==> src/design/assert_macros.svh <==
// ----------------------------------------------------------------------------
// Assertion macros
// Shared concurrent assertion forms for the tokenizer RTL.
// ----------------------------------------------------------------------------
`ifndef ASSERT_MACROS_SVH
`define ASSERT_MACROS_SVH

// Check a condition at every clock edge outside reset.
`define STC_ASSERT(label, clk, rst, expr) \
  label: assert property (@(posedge clk) disable iff (rst) (expr)) \
    else $error("assertion failed");

// Check a consequence in the cycle after its trigger.
`define STC_ASSERT_NEXT(label, clk, rst, ante, cons) \
  label: assert property (@(posedge clk) disable iff (rst) (ante) |=> (cons)) \
    else $error("assertion failed");

`endif

==> src/design/stc_pkg.sv <==
// ----------------------------------------------------------------------------
// Source tokenizer package
// Token codes, scan modes, keyword table and shared record types.
// ----------------------------------------------------------------------------
package stc_pkg;

  typedef enum logic [3:0] {
    MODE_IDLE,
    MODE_COMMENT,
    MODE_IDENT,
    MODE_NUMBER,
    MODE_STRING,
    MODE_P_EQ,
    MODE_P_BANG,
    MODE_P_LT,
    MODE_P_GT
  } scan_mode_t;

  localparam logic [5:0] K_NUMBER  = 6'd0;
  localparam logic [5:0] K_STRING  = 6'd1;
  localparam logic [5:0] K_IDENT   = 6'd2;
  localparam logic [5:0] K_LPAREN  = 6'd22;
  localparam logic [5:0] K_RPAREN  = 6'd23;
  localparam logic [5:0] K_COMMA   = 6'd24;
  localparam logic [5:0] K_SEMI    = 6'd25;
  localparam logic [5:0] K_SLASH   = 6'd26;
  localparam logic [5:0] K_PLUS    = 6'd27;
  localparam logic [5:0] K_MINUS   = 6'd28;
  localparam logic [5:0] K_STAR    = 6'd29;
  localparam logic [5:0] K_PERCENT = 6'd30;
  localparam logic [5:0] K_EQ      = 6'd31;
  localparam logic [5:0] K_EQEQ    = 6'd32;
  localparam logic [5:0] K_BANGEQ  = 6'd33;
  localparam logic [5:0] K_LT      = 6'd34;
  localparam logic [5:0] K_LTE     = 6'd35;
  localparam logic [5:0] K_GT      = 6'd36;
  localparam logic [5:0] K_GTE     = 6'd37;
  localparam logic [5:0] K_END     = 6'd38;
  localparam logic [5:0] K_ERROR   = 6'd39;

  localparam logic [1:0] ERR_NONE   = 2'd0;
  localparam logic [1:0] ERR_UNTERM = 2'd1;
  localparam logic [1:0] ERR_BANG   = 2'd2;
  localparam logic [1:0] ERR_CHAR   = 2'd3;

  localparam logic [15:0] LEN_MAX  = 16'hFFFF;
  localparam logic [23:0] LINE_MAX = 24'hFFFFFF;

  localparam int KW_COUNT   = 19;
  localparam int KW_MAX_LEN = 9;

  localparam logic [8*KW_MAX_LEN-1:0] KW_TEXT [KW_COUNT] = '{
    "start", "module", "modul", "lib", "print", "var", "func", "return", "end",
    "if", "else", "while", "for", "to", "and", "or", "not", "asm", {"input_", "int"}
  };

  localparam logic [3:0] KW_LEN [KW_COUNT] = '{
    4'd5, 4'd6, 4'd5, 4'd3, 4'd5, 4'd3, 4'd4, 4'd6, 4'd3,
    4'd2, 4'd4, 4'd5, 4'd3, 4'd2, 4'd3, 4'd2, 4'd3, 4'd3, 4'd9
  };

  localparam logic [5:0] KW_KIND [KW_COUNT] = '{
    6'd3, 6'd4, 6'd5, 6'd6, 6'd7, 6'd8, 6'd9, 6'd10, 6'd11,
    6'd12, 6'd13, 6'd14, 6'd15, 6'd16, 6'd17, 6'd18, 6'd19, 6'd20, 6'd21
  };

  localparam int FIFO_DEPTH = 4;
  localparam int FIFO_CNT_W = $clog2(FIFO_DEPTH + 1);

  typedef struct packed {
    logic [5:0]  token_kind;
    logic [1:0]  error_kind;
    logic [31:0] start_pos;
    logic [15:0] token_length;
    logic [23:0] line_number;
    logic [62:0] number_value;
    logic        last_of_run;
  } token_t;

  typedef struct packed {
    logic [FIFO_CNT_W-1:0] count;
    logic                  room;
  } fifo_status_t;

  typedef struct packed {
    logic idle;
    logic at_origin;
  } scan_status_t;

  function automatic token_t make_token(
    input logic [5:0]  kind,
    input logic [1:0]  err,
    input logic [31:0] start,
    input logic [15:0] len,
    input logic [23:0] line,
    input logic [62:0] num
  );
    token_t t;
    t.token_kind   = kind;
    t.error_kind   = err;
    t.start_pos    = start;
    t.token_length = len;
    t.line_number  = line;
    t.number_value = num;
    t.last_of_run  = 1'b0;
    return t;
  endfunction

endpackage

==> src/design/stc_channels.sv <==
// ----------------------------------------------------------------------------
// Tokenizer channels
// Valid/ready channels for source bytes and for tokens.
// ----------------------------------------------------------------------------
interface stc_text_if;
  logic       valid;
  logic       ready;
  logic [7:0] char_byte;
  logic       end_of_input;

  modport source(output valid, output char_byte, output end_of_input, input ready);
  modport sink(input valid, input char_byte, input end_of_input, output ready);
endinterface

interface stc_token_if;
  logic        valid;
  logic        ready;
  logic [5:0]  token_kind;
  logic [1:0]  error_kind;
  logic [31:0] start_pos;
  logic [15:0] token_length;
  logic [23:0] line_number;
  logic [62:0] number_value;
  logic        last_of_run;

  modport source(
    output valid, output token_kind, output error_kind, output start_pos,
    output token_length, output line_number, output number_value,
    output last_of_run, input ready
  );
  modport sink(
    input valid, input token_kind, input error_kind, input start_pos,
    input token_length, input line_number, input number_value,
    input last_of_run, output ready
  );
endinterface

==> src/design/stc_result_fifo.sv <==
// ----------------------------------------------------------------------------
// Token result queue
// Small queue that takes up to two tokens per cycle and releases one.
// ----------------------------------------------------------------------------
module stc_result_fifo (
  input  logic                  clk,
  input  logic                  rst,
  input  logic [1:0]            push_count,
  input  stc_pkg::token_t       push0,
  input  stc_pkg::token_t       push1,
  input  logic                  pop,
  output stc_pkg::token_t       head,
  output stc_pkg::fifo_status_t status
);

  localparam int PtrW = $clog2(stc_pkg::FIFO_DEPTH);
  localparam int CntW = stc_pkg::FIFO_CNT_W;

  stc_pkg::token_t  entries [stc_pkg::FIFO_DEPTH];
  logic [PtrW-1:0]  wr_ptr;
  logic [PtrW-1:0]  rd_ptr;
  logic [CntW-1:0]  count;

  always_ff @(posedge clk) begin
    if (rst) begin
      wr_ptr <= '0;
      rd_ptr <= '0;
      count  <= '0;
    end else begin
      wr_ptr <= wr_ptr + PtrW'(push_count);
      rd_ptr <= rd_ptr + PtrW'(pop);
      count  <= count + CntW'(push_count) - CntW'(pop);
    end
  end

  always_ff @(posedge clk) begin
    if (push_count != 2'd0) begin
      entries[wr_ptr] <= push0;
    end
    if (push_count == 2'd2) begin
      entries[wr_ptr + PtrW'(1)] <= push1;
    end
  end

  assign head         = entries[rd_ptr];
  assign status.count = count;
  assign status.room  = count <= CntW'(stc_pkg::FIFO_DEPTH - 2);

endmodule

==> src/design/stc_scanner.sv <==
// ----------------------------------------------------------------------------
// Tokenizer scanner
// Scan state and the per-byte step that yields up to two tokens.
// ----------------------------------------------------------------------------
module stc_scanner #(
  parameter int KEYWORD_CHARS = 9,
  parameter int POSITION_BITS = 32
) (
  input  logic                  clk,
  input  logic                  rst,
  input  logic                  commit,
  input  logic [7:0]            char_byte,
  input  logic                  end_of_input,
  output logic [1:0]            res_count,
  output stc_pkg::token_t       res0,
  output stc_pkg::token_t       res1,
  output stc_pkg::scan_status_t status
);

  localparam int PosExtW = POSITION_BITS > 32 ? POSITION_BITS : 32;

  stc_pkg::scan_mode_t      scan_mode, scan_mode_next;
  logic [POSITION_BITS-1:0] token_start, token_start_next;
  logic [15:0]              token_count_len, token_count_len_next;
  logic [POSITION_BITS-1:0] byte_position, byte_position_next;
  logic [23:0]              line_count, line_count_next;
  logic [62:0]              number_accum, number_accum_next;
  logic [7:0]               keyword_chars [KEYWORD_CHARS];

  logic                     kw_we;
  logic [15:0]              kw_wpos;
  logic [KEYWORD_CHARS-1:0] kw_sel;
  logic [stc_pkg::KW_COUNT-1:0] kw_hit;
  logic [5:0]               ident_kind;

  logic                     is_end, ch_letter, ch_numeral, consumed;
  logic [PosExtW-1:0]       tstart_ext, pos_ext;
  logic [15:0]              len_inc;
  logic [23:0]              line_inc;
  logic [66:0]              num_prod;
  logic [62:0]              num_sat;
  logic                     p_valid, i_valid;
  stc_pkg::token_t          p_tok, i_tok;
  logic [5:0]               one_kind;

  for (genvar e = 0; e < stc_pkg::KW_COUNT; e++) begin : g_kw
    localparam int Len = int'(stc_pkg::KW_LEN[e]);
    logic [stc_pkg::KW_MAX_LEN-1:0] ch_eq;
    for (genvar j = 0; j < stc_pkg::KW_MAX_LEN; j++) begin : g_ch
      if (j < Len) begin : g_cmp
        assign ch_eq[j] = keyword_chars[j] == stc_pkg::KW_TEXT[e][(Len-1-j)*8 +: 8];
      end else begin : g_pad
        assign ch_eq[j] = 1'b1;
      end
    end
    assign kw_hit[e] = (token_count_len == 16'(Len)) && (&ch_eq);
  end

  always_comb begin
    ident_kind = stc_pkg::K_IDENT;
    for (int e = 0; e < stc_pkg::KW_COUNT; e++) begin
      if (kw_hit[e]) begin
        ident_kind = stc_pkg::KW_KIND[e];
      end
    end
  end

  assign is_end     = end_of_input || (char_byte == 8'h00);
  assign ch_letter  = (char_byte >= "A" && char_byte <= "Z") ||
                      (char_byte >= "a" && char_byte <= "z") || (char_byte == "_");
  assign ch_numeral = char_byte >= "0" && char_byte <= "9";
  assign tstart_ext = PosExtW'(token_start);
  assign pos_ext    = PosExtW'(byte_position);
  assign len_inc    = (token_count_len == stc_pkg::LEN_MAX) ? token_count_len
                                                            : token_count_len + 16'd1;
  assign line_inc   = (line_count == stc_pkg::LINE_MAX) ? line_count : line_count + 24'd1;
  assign num_prod   = ({4'b0, number_accum} << 3) + ({4'b0, number_accum} << 1) +
                      67'(char_byte[3:0]);
  assign num_sat    = (num_prod[66:63] != 4'd0) ? {63{1'b1}} : num_prod[62:0];

  always_comb begin
    scan_mode_next       = scan_mode;
    token_start_next     = token_start;
    token_count_len_next = token_count_len;
    byte_position_next   = byte_position + POSITION_BITS'(1);
    line_count_next      = line_count;
    number_accum_next    = number_accum;
    kw_we                = 1'b0;
    kw_wpos              = token_count_len;
    consumed             = 1'b0;
    p_valid              = 1'b0;
    i_valid              = 1'b0;
    p_tok                = '0;
    i_tok                = '0;
    one_kind             = stc_pkg::K_ERROR;

    case (scan_mode)
      stc_pkg::MODE_COMMENT: begin
        if (!is_end && char_byte != "\n") begin
          consumed = 1'b1;
        end else begin
          scan_mode_next = stc_pkg::MODE_IDLE;
        end
      end
      stc_pkg::MODE_IDENT: begin
        if (!is_end && (ch_letter || ch_numeral)) begin
          kw_we                = 1'b1;
          token_count_len_next = len_inc;
          consumed             = 1'b1;
        end else begin
          p_valid        = 1'b1;
          p_tok          = stc_pkg::make_token(ident_kind, stc_pkg::ERR_NONE,
                             tstart_ext[31:0], token_count_len, line_count, '0);
          scan_mode_next = stc_pkg::MODE_IDLE;
        end
      end
      stc_pkg::MODE_NUMBER: begin
        if (!is_end && ch_numeral) begin
          number_accum_next    = num_sat;
          token_count_len_next = len_inc;
          consumed             = 1'b1;
        end else begin
          p_valid        = 1'b1;
          p_tok          = stc_pkg::make_token(stc_pkg::K_NUMBER, stc_pkg::ERR_NONE,
                             tstart_ext[31:0], token_count_len, line_count, number_accum);
          scan_mode_next = stc_pkg::MODE_IDLE;
        end
      end
      stc_pkg::MODE_STRING: begin
        if (is_end) begin
          p_valid        = 1'b1;
          p_tok          = stc_pkg::make_token(stc_pkg::K_ERROR, stc_pkg::ERR_UNTERM,
                             tstart_ext[31:0], token_count_len, line_count, '0);
          scan_mode_next = stc_pkg::MODE_IDLE;
        end else if (char_byte == "\"") begin
          p_valid        = 1'b1;
          p_tok          = stc_pkg::make_token(stc_pkg::K_STRING, stc_pkg::ERR_NONE,
                             tstart_ext[31:0], token_count_len, line_count, '0);
          scan_mode_next = stc_pkg::MODE_IDLE;
          consumed       = 1'b1;
        end else begin
          if (char_byte == "\n") begin
            line_count_next = line_inc;
          end
          token_count_len_next = len_inc;
          consumed             = 1'b1;
        end
      end
      stc_pkg::MODE_P_EQ, stc_pkg::MODE_P_BANG, stc_pkg::MODE_P_LT,
      stc_pkg::MODE_P_GT: begin
        p_valid        = 1'b1;
        scan_mode_next = stc_pkg::MODE_IDLE;
        if (!is_end && char_byte == "=") begin
          case (scan_mode)
            stc_pkg::MODE_P_EQ:   one_kind = stc_pkg::K_EQEQ;
            stc_pkg::MODE_P_BANG: one_kind = stc_pkg::K_BANGEQ;
            stc_pkg::MODE_P_LT:   one_kind = stc_pkg::K_LTE;
            default:              one_kind = stc_pkg::K_GTE;
          endcase
          p_tok    = stc_pkg::make_token(one_kind, stc_pkg::ERR_NONE,
                       tstart_ext[31:0], 16'd2, line_count, '0);
          consumed = 1'b1;
        end else if (scan_mode == stc_pkg::MODE_P_BANG) begin
          p_tok = stc_pkg::make_token(stc_pkg::K_ERROR, stc_pkg::ERR_BANG,
                    tstart_ext[31:0], 16'd1, line_count, '0);
        end else begin
          case (scan_mode)
            stc_pkg::MODE_P_EQ: one_kind = stc_pkg::K_EQ;
            stc_pkg::MODE_P_LT: one_kind = stc_pkg::K_LT;
            default:            one_kind = stc_pkg::K_GT;
          endcase
          p_tok = stc_pkg::make_token(one_kind, stc_pkg::ERR_NONE,
                    tstart_ext[31:0], 16'd1, line_count, '0);
        end
      end
      default: begin
        scan_mode_next = stc_pkg::MODE_IDLE;
      end
    endcase

    if (!consumed) begin
      if (is_end) begin
        // emit end token and restart
        i_valid              = 1'b1;
        i_tok                = stc_pkg::make_token(stc_pkg::K_END, stc_pkg::ERR_NONE,
                                 pos_ext[31:0], 16'd0, line_count, '0);
        scan_mode_next       = stc_pkg::MODE_IDLE;
        token_start_next     = '0;
        token_count_len_next = '0;
        byte_position_next   = '0;
        line_count_next      = 24'd1;
        number_accum_next    = '0;
      end else if (char_byte == " " || char_byte == "\t" || char_byte == 8'h0D) begin
        scan_mode_next = scan_mode_next;
      end else if (char_byte == "\n") begin
        line_count_next = line_inc;
      end else if (char_byte == "#") begin
        scan_mode_next = stc_pkg::MODE_COMMENT;
      end else if (ch_letter) begin
        scan_mode_next       = stc_pkg::MODE_IDENT;
        token_start_next     = byte_position;
        token_count_len_next = 16'd1;
        kw_we                = 1'b1;
        kw_wpos              = 16'd0;
      end else if (ch_numeral) begin
        scan_mode_next       = stc_pkg::MODE_NUMBER;
        token_start_next     = byte_position;
        token_count_len_next = 16'd1;
        number_accum_next    = 63'(char_byte[3:0]);
      end else if (char_byte == "\"") begin
        scan_mode_next       = stc_pkg::MODE_STRING;
        token_start_next     = byte_position + POSITION_BITS'(1);
        token_count_len_next = 16'd0;
      end else if (char_byte == "=") begin
        scan_mode_next   = stc_pkg::MODE_P_EQ;
        token_start_next = byte_position;
      end else if (char_byte == "!") begin
        scan_mode_next   = stc_pkg::MODE_P_BANG;
        token_start_next = byte_position;
      end else if (char_byte == "<") begin
        scan_mode_next   = stc_pkg::MODE_P_LT;
        token_start_next = byte_position;
      end else if (char_byte == ">") begin
        scan_mode_next   = stc_pkg::MODE_P_GT;
        token_start_next = byte_position;
      end else begin
        case (char_byte)
          "(":     one_kind = stc_pkg::K_LPAREN;
          ")":     one_kind = stc_pkg::K_RPAREN;
          ",":     one_kind = stc_pkg::K_COMMA;
          ";":     one_kind = stc_pkg::K_SEMI;
          "+":     one_kind = stc_pkg::K_PLUS;
          "-":     one_kind = stc_pkg::K_MINUS;
          "*":     one_kind = stc_pkg::K_STAR;
          "%":     one_kind = stc_pkg::K_PERCENT;
          "/":     one_kind = stc_pkg::K_SLASH;
          default: one_kind = stc_pkg::K_ERROR;
        endcase
        i_valid = 1'b1;
        i_tok   = stc_pkg::make_token(one_kind,
                    (one_kind == stc_pkg::K_ERROR) ? stc_pkg::ERR_CHAR : stc_pkg::ERR_NONE,
                    pos_ext[31:0], 16'd1, line_count, '0);
      end
    end
  end

  always_comb begin
    res_count        = 2'(p_valid) + 2'(i_valid);
    res0             = p_valid ? p_tok : i_tok;
    res0.last_of_run = !(p_valid && i_valid);
    res1             = i_tok;
    res1.last_of_run = 1'b1;
  end

  always_ff @(posedge clk) begin
    if (rst) begin
      scan_mode       <= stc_pkg::MODE_IDLE;
      token_start     <= '0;
      token_count_len <= '0;
      byte_position   <= '0;
      line_count      <= 24'd1;
      number_accum    <= '0;
    end else if (commit) begin
      scan_mode       <= scan_mode_next;
      token_start     <= token_start_next;
      token_count_len <= token_count_len_next;
      byte_position   <= byte_position_next;
      line_count      <= line_count_next;
      number_accum    <= number_accum_next;
    end
  end

  for (genvar i = 0; i < KEYWORD_CHARS; i++) begin : g_kwsel
    assign kw_sel[i] = commit && kw_we && (kw_wpos == 16'(i));
  end

  always_ff @(posedge clk) begin
    for (int i = 0; i < KEYWORD_CHARS; i++) begin
      if (kw_sel[i]) begin
        keyword_chars[i] <= char_byte;
      end
    end
  end

  assign status.idle      = scan_mode == stc_pkg::MODE_IDLE;
  assign status.at_origin = (byte_position == '0) && (line_count == 24'd1);

endmodule

==> src/design/source_tokenizer_core.sv <==
// ----------------------------------------------------------------------------
// Source tokenizer core
// Byte-serial lexical tokenizer with keyword match and number conversion.
// ----------------------------------------------------------------------------
// The core takes one source byte per clock cycle and retires it in a single
// registered step: a byte sits in the input register while the scanner forms
// zero, one or two tokens, which enter a four-entry token queue. Tokens leave
// the queue one per cycle while the sink is ready, so a byte that closes a
// pending token and also forms one of its own (or ends the text) yields two
// tokens. The input stalls only while fewer than two queue entries are free.
// An end-of-text byte flushes any pending token, emits the end token and
// returns the core to its reset state, including offset zero and line one.
module source_tokenizer_core #(
  parameter int KEYWORD_CHARS = 9,
  parameter int POSITION_BITS = 32
) (
  input  logic         clk,
  input  logic         rst,
  stc_text_if.sink     text,
  stc_token_if.source  tokens
);

  `include "assert_macros.svh"

  logic                  hold_valid;
  logic [7:0]            hold_byte;
  logic                  hold_end;
  logic                  step_fire;
  logic                  pop;
  logic [1:0]            res_count;
  logic [1:0]            push_count;
  stc_pkg::token_t       res0, res1, head;
  stc_pkg::fifo_status_t fq_status;
  stc_pkg::scan_status_t sc_status;

  assign step_fire  = hold_valid && fq_status.room;
  assign text.ready = !hold_valid || step_fire;
  assign push_count = step_fire ? res_count : 2'd0;

  always_ff @(posedge clk) begin
    if (rst) begin
      hold_valid <= 1'b0;
    end else if (text.valid && text.ready) begin
      hold_valid <= 1'b1;
    end else if (step_fire) begin
      hold_valid <= 1'b0;
    end
  end

  always_ff @(posedge clk) begin
    if (text.valid && text.ready) begin
      hold_byte <= text.char_byte;
      hold_end  <= text.end_of_input;
    end
  end

  stc_scanner #(
    .KEYWORD_CHARS(KEYWORD_CHARS),
    .POSITION_BITS(POSITION_BITS)
  ) u_scanner (
    .clk         (clk),
    .rst         (rst),
    .commit      (step_fire),
    .char_byte   (hold_byte),
    .end_of_input(hold_end),
    .res_count   (res_count),
    .res0        (res0),
    .res1        (res1),
    .status      (sc_status)
  );

  stc_result_fifo u_result_fifo (
    .clk       (clk),
    .rst       (rst),
    .push_count(push_count),
    .push0     (res0),
    .push1     (res1),
    .pop       (pop),
    .head      (head),
    .status    (fq_status)
  );

  assign tokens.valid        = fq_status.count != '0;
  assign pop                 = tokens.valid && tokens.ready;
  assign tokens.token_kind   = head.token_kind;
  assign tokens.error_kind   = head.error_kind;
  assign tokens.start_pos    = head.start_pos;
  assign tokens.token_length = head.token_length;
  assign tokens.line_number  = head.line_number;
  assign tokens.number_value = head.number_value;
  assign tokens.last_of_run  = head.last_of_run;

  `STC_ASSERT(a_queue_bound, clk, rst,
    fq_status.count <= stc_pkg::FIFO_CNT_W'(stc_pkg::FIFO_DEPTH))
  `STC_ASSERT(a_pair_queued, clk, rst,
    !(tokens.valid && !tokens.last_of_run) || (fq_status.count >= stc_pkg::FIFO_CNT_W'(2)))
  `STC_ASSERT_NEXT(a_end_restart, clk, rst,
    step_fire && (hold_end || hold_byte == 8'h00),
    sc_status.idle && sc_status.at_origin)

endmodule

==> src/flat_wrapper.sv <==
// flat-port wrapper written by rule: the top's interface ports become plain ports
module source_tokenizer_core_flat 
#(
  parameter int KEYWORD_CHARS = 9,
  parameter int POSITION_BITS = 32
)
  (clk, rst, text_valid, text_char_byte, text_end_of_input, text_ready, tokens_valid, tokens_token_kind, tokens_error_kind, tokens_start_pos, tokens_token_length, tokens_line_number, tokens_number_value, tokens_last_of_run, tokens_ready);
  stc_text_if text_i ();
  stc_token_if tokens_i ();
  input  logic clk;
  input  logic rst;
  input wire logic [$bits(text_i.valid)-1:0] text_valid;
  input wire logic [$bits(text_i.char_byte)-1:0] text_char_byte;
  input wire logic [$bits(text_i.end_of_input)-1:0] text_end_of_input;
  output wire logic [$bits(text_i.ready)-1:0] text_ready;
  output wire logic [$bits(tokens_i.valid)-1:0] tokens_valid;
  output wire logic [$bits(tokens_i.token_kind)-1:0] tokens_token_kind;
  output wire logic [$bits(tokens_i.error_kind)-1:0] tokens_error_kind;
  output wire logic [$bits(tokens_i.start_pos)-1:0] tokens_start_pos;
  output wire logic [$bits(tokens_i.token_length)-1:0] tokens_token_length;
  output wire logic [$bits(tokens_i.line_number)-1:0] tokens_line_number;
  output wire logic [$bits(tokens_i.number_value)-1:0] tokens_number_value;
  output wire logic [$bits(tokens_i.last_of_run)-1:0] tokens_last_of_run;
  input wire logic [$bits(tokens_i.ready)-1:0] tokens_ready;
  assign text_i.valid = text_valid;
  assign text_i.char_byte = text_char_byte;
  assign text_i.end_of_input = text_end_of_input;
  assign text_ready = text_i.ready;
  assign tokens_valid = tokens_i.valid;
  assign tokens_token_kind = tokens_i.token_kind;
  assign tokens_error_kind = tokens_i.error_kind;
  assign tokens_start_pos = tokens_i.start_pos;
  assign tokens_token_length = tokens_i.token_length;
  assign tokens_line_number = tokens_i.line_number;
  assign tokens_number_value = tokens_i.number_value;
  assign tokens_last_of_run = tokens_i.last_of_run;
  assign tokens_i.ready = tokens_ready;
  source_tokenizer_core #(.KEYWORD_CHARS(KEYWORD_CHARS), .POSITION_BITS(POSITION_BITS)) u_core (.clk(clk), .rst(rst), .text(text_i), .tokens(tokens_i));
endmodule
==> config.mk <==
export PLATFORM = sky130hd
export DESIGN_NAME = source_tokenizer_core_flat
export DESIGN_NICKNAME = d
export VERILOG_FILES = /design/src/design/stc_pkg.sv /design/src/design/stc_channels.sv /design/src/design/stc_result_fifo.sv /design/src/design/stc_scanner.sv /design/src/design/source_tokenizer_core.sv /design/src/flat_wrapper.sv
export VERILOG_INCLUDE_DIRS = /design/src /design/src/design
export SDC_FILE = /design/constraint.sdc
export NUM_CORES = 2
export LEC_CHECK = 0
export BUFFER_PORTS_ARGS = -buffer_cell sky130_fd_sc_hd__buf_2
export CAP_MARGIN = 25
export CORE_ASPECT_RATIO = 0.75
export CORE_UTILIZATION = 63
export CTS_CLUSTER_DIAMETER = 30
export DETAILED_ROUTE_END_ITERATION = 12
export GPL_ROUTABILITY_DRIVEN = 0
export PLACE_DENSITY = 0.91
export SYNTH_ARGS = -nofsm -noshare
export SYNTH_HDL_FRONTEND = slang
export SYNTH_HIERARCHICAL = 1
export SYNTH_SLANG_ARGS = --single-unit
==> constraint.sdc <==
create_clock -name clk -period 16.4 [get_ports clk]
set_input_delay 3.28 -clock clk [delete_from_list [all_inputs] [get_ports clk]]
set_output_delay 3.28 -clock clk [all_outputs]
set_load 0.005 [all_outputs]
==> summary.md <==
The run gives 198000 um as the global-route wire length before repair. The number of detailed-routing iterations run before antenna repair is 12. During synthesis, Yosys emitted a total of 6 warnings.

In this run the power density over the cells is 113 mW/mm2. In this run, the number of DRC markers left after iteration 0 of detailed routing was 4845. The number of nets in the layout came out at 4166.

For the via count of the first global-routing pass, the log shows 34.9k. The number of failing setup endpoints in the final timing report was 0. The final critical delay including setup and external delays came out at 8.13 ns.

In this run the worst hold path is classified as flop to flop. Setup repair after global routing left no endpoint under its margin. The remaining antenna violation count is 0, and the number of DRC violations after detailed routing is 0.

The full die area is 0.0777 mm2, and the number of pins exceeding their max-slew limit in the final report is 0. The run gives 6.06 mW as the post-layout total power. Clock-pin slew was measured on the worst setup and hold paths at 0.06 ns. The number of input and output port buffers inserted came out at 158.

By startpoint and endpoint, the worst setup path is classified as flop to flop. The peak clock frequency supported by timing came out at 123 MHz. STA classifies the critical path startpoint as a flop. Post-route fraction of the period consumed by the critical path: 0.495.

The tree built by TritonCTS fans out to 836 sinks. The worst stage delay on the critical path was 0.86 ns. The tightest hold path in the finished design has a slack of 0.490 ns. The H-tree generated during clock tree synthesis spans 3 levels. The repair_antennas step left the layout with diodes totalling 0.

The tools report the post-synthesis instance area as 0.0482 mm2. The critical path contains buffers and inverters numbering 3 combined. After detailed routing, the number of vias per cell comes to 6.79. The critical-path maximum fanout is 49, and the worst ir drop on vdd is 0.0000958 V.

Average instance area after synthesis: 12.2 um2. The clock tree buffer depth was 3; the post-cts gate resize count was 0. The transition time at the pin with the least slew margin is 1.29 ns, and the number of CTS-inserted buffers is 119.

The post-DP HPWL was 75600 um; the share of cells above drive strength 1 was 0.277. Across all layers, the routed design uses 34.9k vias. The core region is 0.0754 mm2. The initial antenna violation count was 1. The die width was 321 um; the post-synthesis instance total was 3938. In this run the clock root is driven by a sky130_fd_sc_hd__clkbuf_16.

STA puts the critical path data required time at 16.84 ns. The tool flagged a number of max-cap violations equal to 0. The tightest slew margin relative to the limit is 0.134. STA classifies the critical path endpoint as a flop. The signed area change from the synthesized netlist to the final layout works out to 10.7%. Dominant cell type by count on the critical path: sky130_fd_sc_hd__buf_4. The cell class contributing the biggest share of worst-path delay is simple AND/OR/NAND/NOR gates.

The floorplan has 87 rows. The count of final hold-check violations was 0. The tools report the maximum number of pins on one net before global-route repair as 145.

For the insertion delay to the later sink of the worst-skew pair, the log shows 0.70 ns. In this run the post-CTS setup repair buffer count came out at 0. After routing, the total negative slack on setup checks comes to 0 ns.

The initial standard-cell utilization of the core came out at 0.639. For the maximum clock skew at final layout, the log shows 0.0246 ns. Global routing finished with a remaining overflow of 0. The signal on the critical path passes through or4_1 > nor2_1 > o41ai_1 > a221oi_1 > o21ai_2 > a21oi_2 > nand3_1 > nand2_1 > buf_4 > ha_1 > and3_1 > and4bb_4 > buf_4 > buf_4 > mux2_2. STA puts the critical path data arrival time at 8.57 ns.

For this block, the routed nets add up to 126000 um of wire. The routed length per instance works out to 24.6 um. The run finished with clean final reports. TritonCTS built the clock tree. The die is 242 um tall.

The total leakage power is 20.2 nW. 159 I/O pins were placed. After clock tree synthesis, the flow added hold-fix buffers numbering 0. The global-route usage over all layers came out at 0.322.

The largest individual stage delay along the critical path comes from the cell sky130_fd_sc_hd__and4bb_4.
power breakdown:
| part | internal, mW | switching, mW |
|---|---|---|
| logic | 0.429 | 0.514 |
| registers | 2.40 | 0.0765 |
| clock network | 1.63 | 1.01 |
| total | 4.45 | 1.61 |
layout make-up:
| cell class | count | area, um2 |
|---|---|---|
| inverters | 58 | 218 |
| clock inverters | 85 | 983 |
| multi-input cells | 2782 | 23200 |
| well taps | 1023 | 1280 |
| fillers | 4632 | 22000 |
| clock buffers | 141 | 3180 |
| flip-flops and latches | 836 | 23300 |
| repair buffers | 214 | 1240 |
routing by layer:
metal  up-vias  routed length, um  track usage  share of wire
met5         -                 15            0        0.00012
met4         2               5720        0.136          0.045
met3       537              13300       0.0677           0.11
met2      2535              59400        0.519           0.47
met1     16900              47900        0.424           0.38
li1      15000                  -            -              -
flip-flops by register name (all words and copies together) (netlist names):
signal / flops
u_core/u_result_fifo/rd_ptr: 2
u_core/u_scanner/byte_position: 32
u_core/u_result_fifo/entries: 576
u_core/u_scanner/scan_mode: 4
u_core/u_scanner/keyword_chars: 72
u_core/hold_valid: 1
u_core/u_scanner/number_accum: 63
u_core/u_result_fifo/count: 3
u_core/u_scanner/line_count: 24
u_core/hold_end: 1
u_core/u_scanner/token_start: 32
u_core/u_result_fifo/wr_ptr: 2
u_core/hold_byte: 8
u_core/u_scanner/token_count_len: 16
cells in the final DEF, fill, tap and decap left out, types with 109 or more instances in the layout:
| cell type | instances |
|---|---|
| sky130_fd_sc_hd__mux4_2 | 144 |
| sky130_fd_sc_hd__clkbuf_16 | 122 |
| sky130_fd_sc_hd__mux2_4 | 109 |
| sky130_fd_sc_hd__nor2_1 | 247 |
| sky130_fd_sc_hd__mux2_2 | 415 |
| sky130_fd_sc_hd__a21oi_1 | 237 |
| sky130_fd_sc_hd__buf_2 | 157 |
| sky130_fd_sc_hd__and2_1 | 161 |
| sky130_fd_sc_hd__ha_1 | 139 |
| sky130_fd_sc_hd__o21ai_0 | 113 |
| sky130_fd_sc_hd__dfxtp_1 | 177 |
| sky130_fd_sc_hd__nand2_1 | 230 |
| sky130_fd_sc_hd__edfxtp_1 | 657 |
worst paths after layout:
check / from / endpoint / slack [ns] / cells after the start
setup / recovery: u_core/hold_byte[3] / u_core/u_result_fifo/entries[3][143] / 8.27 / 15
hold / removal: u_core/u_scanner/line_count[13] / u_core/u_scanner/line_count[13] / 0.49 / 2
setup reg to reg: u_core/hold_byte[3] / u_core/u_result_fifo/entries[3][143] / 8.27 / 15
hold reg to reg: u_core/u_scanner/line_count[13] / u_core/u_scanner/line_count[13] / 0.49 / 2
per-stage QoR:
| step | utilization | area, um2 | worst slack (ns) | std cells |
|---|---|---|---|---|
| 3_3_place_gp | 0.652 | 49200 | 9.13 | 4909 |
| 4_1_cts | 0.708 | 53400 | 8.61 | 5138 |
| 6_report | 0.708 | 53400 | 8.27 | 5139 |
| 2_1_floorplan | - | 48500 | 2.16 | 4015 |
| 5_1_grt | 0.708 | 53400 | 8.15 | 5139 |
| 3_5_place_dp | 0.652 | 49200 | 8.71 | 4912 |
tightest hold or removal path, cell delays in order, from the launching register on:
cell and delay (ns):
sky130_fd_sc_hd__dfxtp_1 0.33, sky130_fd_sc_hd__nand2_1 0.06, sky130_fd_sc_hd__a21oi_1 0.05
(Power assumes the default switching activity.)
